===== src/hw/rtl/ctf_pkg.sv =====
// Package with shared types, constants and tables of the tilt filter.
package ctf_pkg;
	localparam int CordicStepsDefault = 16;
	localparam int FracBitsDefault = 16;
	localparam int MaxSteps = 24;
	localparam int CfgIdxW = 3;
	localparam int CfgDataW = 32;

	localparam logic [CfgIdxW-1:0] REG_BLEND = 3'd0;
	localparam logic [CfgIdxW-1:0] REG_OFFSET = 3'd1;
	localparam logic [CfgIdxW-1:0] REG_ROLL_BIAS = 3'd2;
	localparam logic [CfgIdxW-1:0] REG_YAW_BIAS = 3'd3;
	localparam logic [CfgIdxW-1:0] REG_RESET_STEP = 3'd4;
	localparam logic [CfgIdxW-1:0] REG_FIRST_STEP = 3'd5;

	localparam logic signed [34:0] PiQ30 = 35'sd3373259426;

	typedef struct packed {
		logic signed [31:0] accel_y;
		logic signed [31:0] accel_z;
		logic signed [31:0] gyro_roll;
		logic signed [31:0] gyro_yaw;
		logic [31:0] time_ms;
	} sample_t;

	typedef struct packed {
		logic signed [31:0] tilt_angle;
		logic signed [31:0] tilt_rate;
		logic signed [31:0] yaw_angle;
	} result_t;

	// Classified item handed from front to back.
	typedef struct packed {
		logic signed [31:0] accel_y;
		logic signed [31:0] accel_z;
		logic signed [31:0] rate_x;
		logic signed [31:0] rate_y;
		logic [31:0] step_ms;
		logic snap;
	} job_t;

	function automatic logic signed [31:0] sat32(input logic signed [33:0] v);
		if (v > 34'sd2147483647) return 32'sh7fffffff;
		if (v < -34'sd2147483648) return 32'sh80000000;
		return v[31:0];
	endfunction

	function automatic logic [31:0] atan_q30(input logic [4:0] i);
		case (i)
			5'd0: return 32'd843314857;
			5'd1: return 32'd497837829;
			5'd2: return 32'd263043836;
			5'd3: return 32'd133525158;
			5'd4: return 32'd67021686;
			5'd5: return 32'd33543515;
			5'd6: return 32'd16775850;
			5'd7: return 32'd8388437;
			5'd8: return 32'd4194282;
			5'd9: return 32'd2097149;
			5'd10: return 32'd1048575;
			5'd11: return 32'd524287;
			5'd12: return 32'd262143;
			5'd13: return 32'd131071;
			5'd14: return 32'd65535;
			5'd15: return 32'd32767;
			5'd16: return 32'd16383;
			5'd17: return 32'd8191;
			5'd18: return 32'd4095;
			5'd19: return 32'd2047;
			5'd20: return 32'd1023;
			5'd21: return 32'd511;
			5'd22: return 32'd255;
			5'd23: return 32'd127;
			default: return 32'd0;
		endcase
	endfunction
endpackage


===== src/hw/rtl/ctf_queue.sv =====
// Two-entry queue between the front and the back part.
module ctf_queue
	import ctf_pkg::*;
(
	input logic clk,
	input logic arst_n,
	input logic wr_valid,
	output logic wr_ready,
	input job_t wr_data,
	output logic rd_valid,
	input logic rd_ready,
	output job_t rd_data
);
	job_t mem_q [2];
	logic wr_ptr_q, rd_ptr_q;
	logic [1:0] count_q;
	logic push, pop;

	assign wr_ready = count_q != 2'd2;
	assign rd_valid = count_q != 2'd0;
	assign rd_data = mem_q[rd_ptr_q];
	assign push = wr_valid && wr_ready;
	assign pop = rd_valid && rd_ready;

	always_ff @(posedge clk) begin
		if (push) mem_q[wr_ptr_q] <= wr_data;
	end

	always_ff @(posedge clk or negedge arst_n) begin
		if (!arst_n) begin
			wr_ptr_q <= 1'b0;
			rd_ptr_q <= 1'b0;
			count_q <= '0;
		end else begin
			if (push) wr_ptr_q <= ~wr_ptr_q;
			if (pop) rd_ptr_q <= ~rd_ptr_q;
			count_q <= count_q + {1'b0, push} - {1'b0, pop};
		end
	end
endmodule


===== config.mk =====
export PLATFORM = sky130hd
export DESIGN_NAME = ctf_queue
export DESIGN_NICKNAME = d
export VERILOG_FILES = /design/src/hw/rtl/ctf_pkg.sv /design/src/hw/rtl/ctf_queue.sv
export SDC_FILE = /design/constraint.sdc
export NUM_CORES = 1
export LEC_CHECK = 0
export ABC_CLOCK_PERIOD_IN_PS = 16450
export BUFFER_PORTS_ARGS = -buffer_cell sky130_fd_sc_hd__clkbuf_2
export CORE_UTILIZATION = 45
export CTS_BUF_LIST = sky130_fd_sc_hd__clkbuf_4 sky130_fd_sc_hd__clkbuf_8 sky130_fd_sc_hd__clkbuf_16
export DETAILED_ROUTE_END_ITERATION = 6
export PLACE_DENSITY = 0.76
export SYNTH_ARGS = -nofsm -noshare
export SYNTH_HDL_FRONTEND = slang
export SYNTH_SLANG_ARGS = --single-unit

===== constraint.sdc =====
create_clock -name clk -period 16.45 [get_ports clk]
set_input_delay 1.645 -clock clk [delete_from_list [all_inputs] [get_ports clk]]
set_output_delay 1.645 -clock clk [all_outputs]
set_load 0.02 [all_outputs]

# Word-level counts from Yosys, hierarchy flattened
# Memories as Yosys holds them, arrays and structs flattened.
# Index checks and enable logic that the tools add are counted.
# Widths: inputs -> output; s select.
# op_classes
muxes	2
n_addsub	2
n_bitwise	2
n_reduce_logical	3
n_eq_ne	1
# op_table
operator	n
$add 2x1->2	1
$logic_and 1x1->1	2
$mux 1	2
$ne 2x2->1 const B	1
$not 1->1	2
$reduce_bool 2->1	1
$sub 2x1->2	1
# word_totals
output_inout_bits	163
regBits	4
wordCells	14
mem_count	1
in_bits	165
ramBits	322
# mem_list
name	depth	width	read_ports	rd_ports_with_merged_regs	wr	line	text
mem_q	2	161	1	0	1	ctf_queue.sv:14	job_t mem_q [2];

# Longest topological paths before layout
# logic_depth
depth_word	4
depth_mapped	7
depth_no_buf	7

# Least setup slack after synthesis
# No wires, ideal clock.
# synth_timing
kind	input-to-reg
from	in wr_valid
to	mem mem_q[0][0] (netlist bit) (enable)
path_slack_ns	7.339
setup_ns	0.684
cell_stages	2
arrival_time_ns	8.427
t_required_ns	15.766
path_buffers	0
path_cell_list	nand2_1 nor2_1
# synth_via
elab_chain_cells	3
# synth_lines
element	line	text
start, declared	ctf_queue.sv:7	input logic wr_valid,
$logic_and 1x1->1	ctf_queue.sv:22	assign push = wr_valid && wr_ready;
$mux 1	ctf_queue.sv:26	if (push) mem_q[wr_ptr_q] <= wr_data;
$mux 1 (implied by the code)	ctf_queue.sv:26	
end, declared	ctf_queue.sv:14	
# No other way between the ends.

==> summary.md <==
| Metric | Value |
|---|---|
| Status | `complete, but fails checks` |
| Violated checks | `design-rule violations` |
| IO Count | `328` |
| Cells after Synth | `518` |
| Die ar. | `27600 sq um` |
| Post-route DRC | `20` |
| HPWL after DPL | `14.8 mm` |
| Unique masters post-synth | `16` |
| Crit. End Element | `primary output` |
| RSZ-0062 raised after global routing | `false` |
| Critical path class | `flop to primary output` |
| Internal reg-to-reg setup slack | `13.55 ns` |
| Cts hold-fix bufs | `0` |
| DRT Wirelength | `22.2 mm` |
| #FFs+latches synth | `326` |
| # resized after CTS | `0` |
| CP Buf/Inv Count | `2` |
| Vias in the first global route | `6348` |
| Die X | `166 microns` |
| WP data required | `14.80 ns` |
| Pre-Repair DR Iteration Count | `7` |
| Nets | `1036` |
| Share of cells above drive strength 1 | `61.3%` |
| Commonest non-fill, non-tap cell in the layout | `clkbuf_2` |
| Worst-path clk slew | `0.06 ns` |
| Die H | `166 microns` |
| Period minus WS final | `4.46 ns` |
| Crit path max-delay family | `buffers and inverters` |
| PortBufs | `327` |
| Post-synthesis sequential area ratio | `80.5%` |
| Hold/Removal Path Class | `flop to flop` |
| Core Util, Final | `57.9%` |
| Slew Viols, Final | `0` |
| Clock Latency Late Sink | `0.50 ns` |
| CP max FO | `62` |
| CP max stage cell | `buf_4` |
| DR iter-0 viols | `383` |
| Fin crit share | `27.1%` |
| Mean Syn Cell Area | `23.4 sq um` |
| Final ANT Viol Nets | `0` |
| Fillers | `1983` |
| Core Area | `26300 sq um` |
| Area of the multi-input gates | `2220 sq um` |
| GRT overflow | `0` |
| Number of buffers created by CTS | `34` |
| Reg area | `9770 sq um` |
| Yosys warns | `0` |
| FP Rows | `59` |
| Area after DPL | `14100 sq um` |
| Clock Tree Root | `clkbuf_16` |
| Final Hold Fails | `0` |
| Placer Congestion | `0.758` |
| Synth Cell Area | `12100 sq um` |
| Pwr Density | `191 nW/um^2` |
| Clk sinks | `326` |
| CTS Buffer Depth | `3` |
| Worst Path Arrival | `2.82 ns` |
| Max_slew headroom | `28.7%` |
| Startpoint Class | `flop` |
| Largest net degree at the start of global routing | `76` |
| Drt via density | `4.90` |
| Commonest non-fill, non-tap cells in the layout | `clkbuf_2, edfxtp_1, mux2_2` |
| Average wire per standard cell | `18.1 microns` |
| H-Tree Depth | `2` |
| Final Skew | `0.00971 ns` |
| Slew of the pin with the lowest slew margin | `1.07 ns` |
| Layout overhead on the synthesized area | `25.4%` |
| Endpoints failing setup | `0` |
| Gr usage total | `15.9%` |
| Fin Setup TNS | `0 ns` |
| Leak | `6.00 nW` |
| Initial Util | `46.2%` |
| Final instance area | `15200 sq um` |
| Global-route wire length before repair | `33.8 mm` |
| Post-CTS Setup Inserts | `0` |
| Max_cap viols | `0` |
| Peak Freq | `0.224 GHz` |
| VDD IR-drop max | `0.000179 V` |
| Max incr delay on CP | `0.88 ns` |
| Initial antenna violation count | `1` |
| Detailed-route via count | `6023` |
| CTS tree | `done` |
| Syn_nets | `685` |
| Critical path, cell by cell | `buf_4, mux2_2, clkbuf_2` |
## per-layer routing
metal  track usage, %  part of all wire [%]  vias up
met1             18.1                    38     2944
met3             4.93                   7.8       54
met4             6.75                   3.0        0
li1                 -                     -     2778
met2             27.6                    51      247
met5                0                     0        -
## final cells by class
class,instances,area share (%)
Antenna cell,1,0.0165
Clock buffer,41,6.29
Clock inverter,18,1.00
Inverter,1,0.0247
Multi-Input combinational cell,173,14.6
Sequential cell,326,64.3
Tap cell,335,2.76
Timing Repair Buffer,333,11.1
## sequential cells by signal, indices dropped and copies added, names as in the netlist
signal,count
mem_q,322
count_q,2
rd_ptr_q,1
wr_ptr_q,1
## cell families after synthesis
logic type / after synthesis / share of synthesized area (%)
DFF: 326 / 80.5
muxes: 161 / 17.4
buffers and inverters: 19 / 1.29
and+or+nand+nor: 6 / 0.268
xor gates and xnor gates: 4 / 0.289
adders and majority gates: 2 / 0.206
## metrics by stage
stage	hold slack (ns)	instances	worst slack [ns]	power (mW)
after floorplan	0.461	518	7.34	1.94
after global placement	0.492	1168	12.33	2.17
after detailed placement	0.508	1168	12.36	2.18
after CTS	0.520	1227	11.93	2.94
after global routing	0.540	1228	11.84	3.02
final	0.516	1228	11.99	2.90
## synth_stat cells, drive strengths merged
cell type / instances / share of area [%]
and2: 1 / 0.052
and3: 1 / 0.052
buf: 18 / 1.3
dfrtp: 4 / 0.83
edfxtp: 322 / 80
ha: 2 / 0.21
inv: 1 / 0.031
mux2: 161 / 17
nand2: 1 / 0.031
nand2b: 1 / 0.052
nor2: 1 / 0.031
or2: 1 / 0.052
xnor2: 3 / 0.22
xor2: 1 / 0.072
## power by group
| part | internal [mW] | switching, mW | leakage [nW] |
|---|---|---|---|
| clock | 0.458 | 0.291 | 0.552 |
| combinational | 0.391 | 0.561 | 2.41 |
| sequential | 1.14 | 0.0602 | 3.04 |
## worst register-to-register path, cell delays in order, from the launching register on
cell and delay (ns):
dfrtp_1 0.40, nand2b_1 0.15, nand2_1 0.16, nor2_4 0.81
buf_4 0.87
## final timing paths
check | from | endpoint | cells after the start
hold reg to reg | count_q[0] | count_q[0] | 1
setup / recovery | rd_ptr_q | rd_data[0] | 3
setup reg to reg | count_q[1] | mem_q[0][116] | 4
hold / removal | count_q[0] | count_q[0] | 1
min in group asynchronous | arst_n | wr_ptr_q | 1
max in group asynchronous | arst_n | rd_ptr_q | 1
Note: power is estimated with default switching activity, not from simulation.
