[config.mk]
export PLATFORM = sky130hd
export DESIGN_NAME = ctf_front
export DESIGN_NICKNAME = d
export VERILOG_FILES = /design/src/hw/rtl/ctf_pkg.sv /design/src/hw/rtl/ctf_front.sv
export SDC_FILE = /design/constraint.sdc
export NUM_CORES = 1
export LEC_CHECK = 0
export BUFFER_PORTS_ARGS = -buffer_cell sky130_fd_sc_hd__buf_2
export CORE_MARGIN = 2
export CORE_UTILIZATION = 35
export CTS_CLUSTER_SIZE = 20
export DETAILED_ROUTE_END_ITERATION = 8
export PLACE_DENSITY = 0.65
export SLEW_MARGIN = 20
export SYNTH_ARGS = -nofsm -noshare
export SYNTH_HDL_FRONTEND = slang
export SYNTH_SLANG_ARGS = --single-unit
[constraint.sdc]
create_clock -name clk -period 6.2 [get_ports clk]
set_clock_uncertainty 0.05 [all_clocks]
set_input_delay 0.31 -clock clk [delete_from_list [all_inputs] [get_ports clk]]
set_output_delay 0.31 -clock clk [all_outputs]
set_load 0.005 [all_outputs]
[src/hw/rtl/ctf_pkg.sv]
// Package with shared types, constants and tables of the tilt filter.
package ctf_pkg;
	localparam int CordicStepsDefault = 16;
	localparam int FracBitsDefault = 16;
	localparam int MaxSteps = 24;
	localparam int CfgIdxW = 3;
	localparam int CfgDataW = 32;

	localparam logic [CfgIdxW-1:0] REG_BLEND = 3'd0;
	localparam logic [CfgIdxW-1:0] REG_OFFSET = 3'd1;
	localparam logic [CfgIdxW-1:0] REG_ROLL_BIAS = 3'd2;
	localparam logic [CfgIdxW-1:0] REG_YAW_BIAS = 3'd3;
	localparam logic [CfgIdxW-1:0] REG_RESET_STEP = 3'd4;
	localparam logic [CfgIdxW-1:0] REG_FIRST_STEP = 3'd5;

	localparam logic signed [34:0] PiQ30 = 35'sd3373259426;

	typedef struct packed {
		logic signed [31:0] accel_y;
		logic signed [31:0] accel_z;
		logic signed [31:0] gyro_roll;
		logic signed [31:0] gyro_yaw;
		logic [31:0] time_ms;
	} sample_t;

	typedef struct packed {
		logic signed [31:0] tilt_angle;
		logic signed [31:0] tilt_rate;
		logic signed [31:0] yaw_angle;
	} result_t;

	// Classified item handed from front to back.
	typedef struct packed {
		logic signed [31:0] accel_y;
		logic signed [31:0] accel_z;
		logic signed [31:0] rate_x;
		logic signed [31:0] rate_y;
		logic [31:0] step_ms;
		logic snap;
	} job_t;

	function automatic logic signed [31:0] sat32(input logic signed [33:0] v);
		if (v > 34'sd2147483647) return 32'sh7fffffff;
		if (v < -34'sd2147483648) return 32'sh80000000;
		return v[31:0];
	endfunction

	function automatic logic [31:0] atan_q30(input logic [4:0] i);
		case (i)
			5'd0: return 32'd843314857;
			5'd1: return 32'd497837829;
			5'd2: return 32'd263043836;
			5'd3: return 32'd133525158;
			5'd4: return 32'd67021686;
			5'd5: return 32'd33543515;
			5'd6: return 32'd16775850;
			5'd7: return 32'd8388437;
			5'd8: return 32'd4194282;
			5'd9: return 32'd2097149;
			5'd10: return 32'd1048575;
			5'd11: return 32'd524287;
			5'd12: return 32'd262143;
			5'd13: return 32'd131071;
			5'd14: return 32'd65535;
			5'd15: return 32'd32767;
			5'd16: return 32'd16383;
			5'd17: return 32'd8191;
			5'd18: return 32'd4095;
			5'd19: return 32'd2047;
			5'd20: return 32'd1023;
			5'd21: return 32'd511;
			5'd22: return 32'd255;
			5'd23: return 32'd127;
			default: return 32'd0;
		endcase
	endfunction
endpackage

[src/hw/rtl/ctf_front.sv]
// Front part: biases rates, computes the step and the snap decision.
module ctf_front
	import ctf_pkg::*;
(
	input logic clk,
	input logic arst_n,
	input logic in_valid,
	output logic in_ready,
	input sample_t in_data,
	input logic signed [17:0] roll_bias,
	input logic signed [17:0] yaw_bias,
	input logic [9:0] reset_step,
	input logic [9:0] first_step,
	output logic job_valid,
	input logic job_ready,
	output job_t job_data
);
	logic [31:0] last_stamp_q;
	logic stamp_valid_q;
	logic [31:0] step;
	logic take;

	assign in_ready = job_ready;
	assign job_valid = in_valid;
	assign take = in_valid && job_ready;
	assign step = stamp_valid_q ? (in_data.time_ms - last_stamp_q) : {22'd0, first_step};

	always_comb begin
		job_data.accel_y = in_data.accel_y;
		job_data.accel_z = in_data.accel_z;
		job_data.rate_x = sat32(34'(in_data.gyro_roll) + 34'(roll_bias));
		job_data.rate_y = sat32(34'(in_data.gyro_yaw) + 34'(yaw_bias));
		job_data.step_ms = step;
		job_data.snap = step > {22'd0, reset_step};
	end

	always_ff @(posedge clk or negedge arst_n) begin
		if (!arst_n) begin
			last_stamp_q <= '0;
			stamp_valid_q <= 1'b0;
		end else if (take) begin
			last_stamp_q <= in_data.time_ms;
			stamp_valid_q <= 1'b1;
		end
	end
endmodule

# [Word level (Yosys, flattened, before mapping)]
# Cells that the tools add are included.
[totals] inputBits=220 elab_cells=26 ramBits=0 memories=0 out_inout_bits=163 regBits=33 rom_bits=0 latchBits=0
[op_classes] n_bitwise=0 mux=15 n_lt_le_gt_ge=5 n_div=0 shifts=0 eq_ne=0 n_reduce_logical=1 mul=0 addsub=3
[op_table] cell="32-bit 2-to-1 mux" n=9
[op_table] cell="32-bit by 18-bit adder with 33-bit output" n=2
[op_table] cell="33-bit by 32-bit greater-than comparator with 1-bit output (second input constant)" n=2
[op_table] cell="33-bit by 32-bit < comparator with 1-bit output (second input constant)" n=2
[op_table] cell="32-bit by 10-bit greater-than comparator with 1-bit output" n=1
[op_table] cell="32-bit subtractor" n=1
[op_table] cell="1-bit 2-to-1 mux" n=6
[op_table] cell="1-bit logical AND" n=1

# [Depth between registers and ports, before layout]
[logic_depth] word_depth=6 mapped_depth=18 ltp_nobuf=18

# [Worst setup path after synthesis]
# OpenSTA, ideal clock, no wires.
[synth_timing] path_kind="input -> output" startpoint="in in_data[0] in the netlist's numbering" endpoint="out job_data[0] in the netlist's numbering" required_ps=5840 path_buffers=0 arrival_time_ps=4051 slack_ps=1789 path_stages=18 cell_sequence="inv_1 ha_1 inv_1 fa_1 a211oi_1 o21ai_0 xor2_1 mux2_2 ha_1 a21oi_1 nand2_1 a2111oi_0 o21ai_0 o311a_2 a2111oi_2 o2111ai_1 a2111o_1 or4_1"
[synth_rtl] element="start, declared" line_no="ctf_front.sv:9" text="input sample_t in_data,"
[synth_rtl] element="end, declared" line_no="ctf_front.sv:16" text="output job_t job_data"

==> impl_metrics.toml <==
[outcome]
status = "completed"

[timing]
maxSlewHeadroom = 0.3445
tightest_slew_ns = 0.9833
hold_viol_final = 0
finalWorstPathRequiredPeriod_ns = 5.335
setup_tns_ns = 0
setup_viol = 0
rsz0062_at_grt = "no"
slew_violations = 0
min_period_over_period = 0.8605
fmax_mhz = 187.4
setup_ws_ns = 0.8646

[pwr]
power_density_nw_per_um2 = 209.7
ir_worst_vdd_v = 0.0001705
p_leak_nw = 4.408

[die]
core-area_um2 = 21150
initial_core_util = 0.3588
die_x_um = 151.3
rows = 53
die_area_um2 = 22880
io_pins = 383
fp.dieH_um = 151.3

[final_layout]
multi_input_area_um2 = 5856
layout.nets = 1478
utilization = 0.4128
instances_no_fill = 1428
regArea_um2 = 825.8
area_growth_pct = 15.03
drive_above_1_share = 0.2852
fillers = 2217
final_cell_area_um2 = 8732

[worst_hold_path]
worstHoldPathType = "in2async"

[clock_network]
htree_levels = 2
numCtsBuffers = 5
clkSlewWorstSetupHoldPaths_ns = 0.06
cts_buffer_depth = 2
cts_sinks = 33
postCtsHoldBufs = 0
clockRootBuffer = "clkbuf_16"
cts_resized = 0
post_cts_buffers = 0
cts_tree = "yes"
insertion_delay_ns = 0.28

[global_routing]
overflow = 0
grt_pass1_wl_mm = 34.17
grt_max_degree = 35
grt_pass1_vias = 7101
grt.total_usage = 0.1839
antenna_found_initial = 3

[placement]
place_hpwl_mm = 18.70
dp_slack_ns = 1.067
place_area_um2 = 8582
dpl.cell_count = 1418
port_buffers = 254
place.gp.congestion = 0.8960

[yosys]
synth_top_area_share = 0.1731
synth-seq-cells = 33
synth_area_um2 = 7591
synth.net_count = 1307
synthArstFlopShare = 1.000
yosys.area.top_type = "ha_1"
yosysUniqueCellTypes = 82
synth_ff_type = "dfrtp_1"
synth-edff-count = 0
synth_warnings = 0
syn-instance-count = 979
seq_area_frac_synth = 0.1088
synth_area_leaders = "ha_1, dfrtp_1, a21oi_1"
avgSynthCellArea_um2 = 7.754

[route]
vias = 7582
drt_wl_total_mm = 22.08
via_per_inst = 5.310
final_antenna_net_count = 0
route.detailed.drc = 0
wl_per_cell_um = 15.46
drtIter0Drc = 447
first_pass_iters = 5

[critical_path]
worstSetupPathType = "reg2out"
cp-start-kind = "flop"
cp_max_fo = 3
critPathCaptureType = "output port"
cp.required_ns = 5.84
cp.arrival_ns = 4.98

[job]
drv_cap = 0
## worst max-delay path, cell delays in order (launching register included)
cell and delay, ns:
dfrtp_1 0.35, ha_1 0.17, inv_1 0.05, fa_1 0.42, a211oi_1 0.37, o21ai_0 0.16
xor2_1 0.16, mux2_2 0.28, ha_1 0.31, a21oi_1 0.16, nand2_1 0.06, a2111oi_0 0.41
o21ai_0 0.15, o311a_2 0.17, a2111oi_2 0.35, o2111ai_1 0.20, a2111o_1 0.40, or4_1 0.40
buf_2 0.14
## per-stage QoR
| stage | power (W) | hold slack (ns) |
|---|---|---|
| floorplan | 0.001167 | -0.03559 |
| CTS | 0.001840 | 0.1116 |
| detailed placement | 0.001576 | 0.4139 |
| global route | 0.002008 | 0.1482 |
| global placement | 0.001565 | 0.3924 |
| finish | 0.001831 | 0.07392 |
## placed cells by master, fill, tap and decap left out, drive strengths merged, types with 16 or more instances in the layout
cell	instances
nand2	53
o21ai	65
a21o	49
nand3	16
nor2	57
nand2b	22
ha	105
inv	71
mux2	40
xnor2	40
xor2	37
a21oi	113
dfrtp	33
buf	256
## worst paths after layout
path | startpoint | to | slack, ns | cells past startpoint
min in group clk | in_data[8] | last_stamp_q[8]$_DFFE_PN0P_ | 0.23 | 2
max in group asynchronous | arst_n | last_stamp_q[7]$_DFFE_PN0P_ | 5.51 | 1
setup reg to reg | stamp_valid_q$_DFFE_PN0P_ | stamp_valid_q$_DFFE_PN0P_ | 4.62 | 3
setup / recovery | last_stamp_q[0]$_DFFE_PN0P_ | job_data[0] | 0.86 | 18
hold reg to reg | last_stamp_q[0]$_DFFE_PN0P_ | last_stamp_q[0]$_DFFE_PN0P_ | 0.44 | 2
hold / removal | arst_n | last_stamp_q[23]$_DFFE_PN0P_ | 0.07 | 1
## registers in the layout, indices dropped and copies added, names as in the netlist
register / cells
last_stamp_q: 32
stamp_valid_q: 1
## per-layer routing
layer / vias to the layer above / GRT usage / share of wire
met2: 283 / 0.3048 / 0.46
met5: - / 0 / 0
met1: 3415 / 0.2326 / 0.44
met4: 0 / 0.08738 / 0.041
met3: 66 / 0.02922 / 0.064
li1: 3818 / - / -
## logic make-up after synthesis
logic type	count (synthesis)	share of synthesized area
adder cells (fa/ha/maj)	113	0.1876
AND/OR/NAND/NOR	225	0.1497
buffers and inverters	164	0.1198
multiplexers	45	0.06593
AO/OA/AOI/OAI	322	0.2794
flip-flops	33	0.1088
XOR/XNOR	77	0.08884
## report_power, final
| group | leakage (nW) | switching (W) | internal (W) |
|---|---|---|---|
| logic | 3.95 | 0.000715 | 0.000605 |
| clock network | 0.0700 | 0.0000930 | 0.000158 |
| registers | 0.385 | 0.0000141 | 0.000246 |
| total | 4.41 | 0.000822 | 0.00101 |
## cells in the mapped netlist (4+ instances only)
| master | n |
|---|---|
| o21bai_1 | 8 |
| a21o_2 | 4 |
| mux2_2 | 40 |
| nor2b_1 | 8 |
| buf_2 | 4 |
| o211ai_1 | 5 |
| nor2_1 | 55 |
| and2_1 | 11 |
| and3_1 | 6 |
| nor4_1 | 4 |
| mux2i_1 | 5 |
| a31oi_1 | 13 |
| o21a_1 | 11 |
| or3_1 | 6 |
| buf_4 | 68 |
| xor2_1 | 37 |
| maj3_1 | 5 |
| a2111oi_0 | 4 |
| o21ai_1 | 4 |
| a21o_1 | 45 |
| a211oi_1 | 7 |
| nand3_1 | 16 |
| ha_1 | 105 |
| nand4_1 | 11 |
| nand2b_1 | 21 |
| xnor2_1 | 40 |
| dfrtp_1 | 33 |
| a21oi_1 | 112 |
| o21ai_0 | 61 |
| clkbuf_1 | 15 |
| nor3_1 | 13 |
| o31a_1 | 4 |
| nand2_1 | 53 |
| o31ai_1 | 6 |
| inv_1 | 71 |
## area by class of cell
cell class              count  share of cell area
repair buffers            256              0.1473
diodes                      3           0.0008597
flip-flops and latches     33             0.09457
multi-input cells         782              0.6706
clock buffers               7             0.01633
inverters                  72             0.03095
well taps                 275             0.03940
Power figures use the tool's default switching activity.
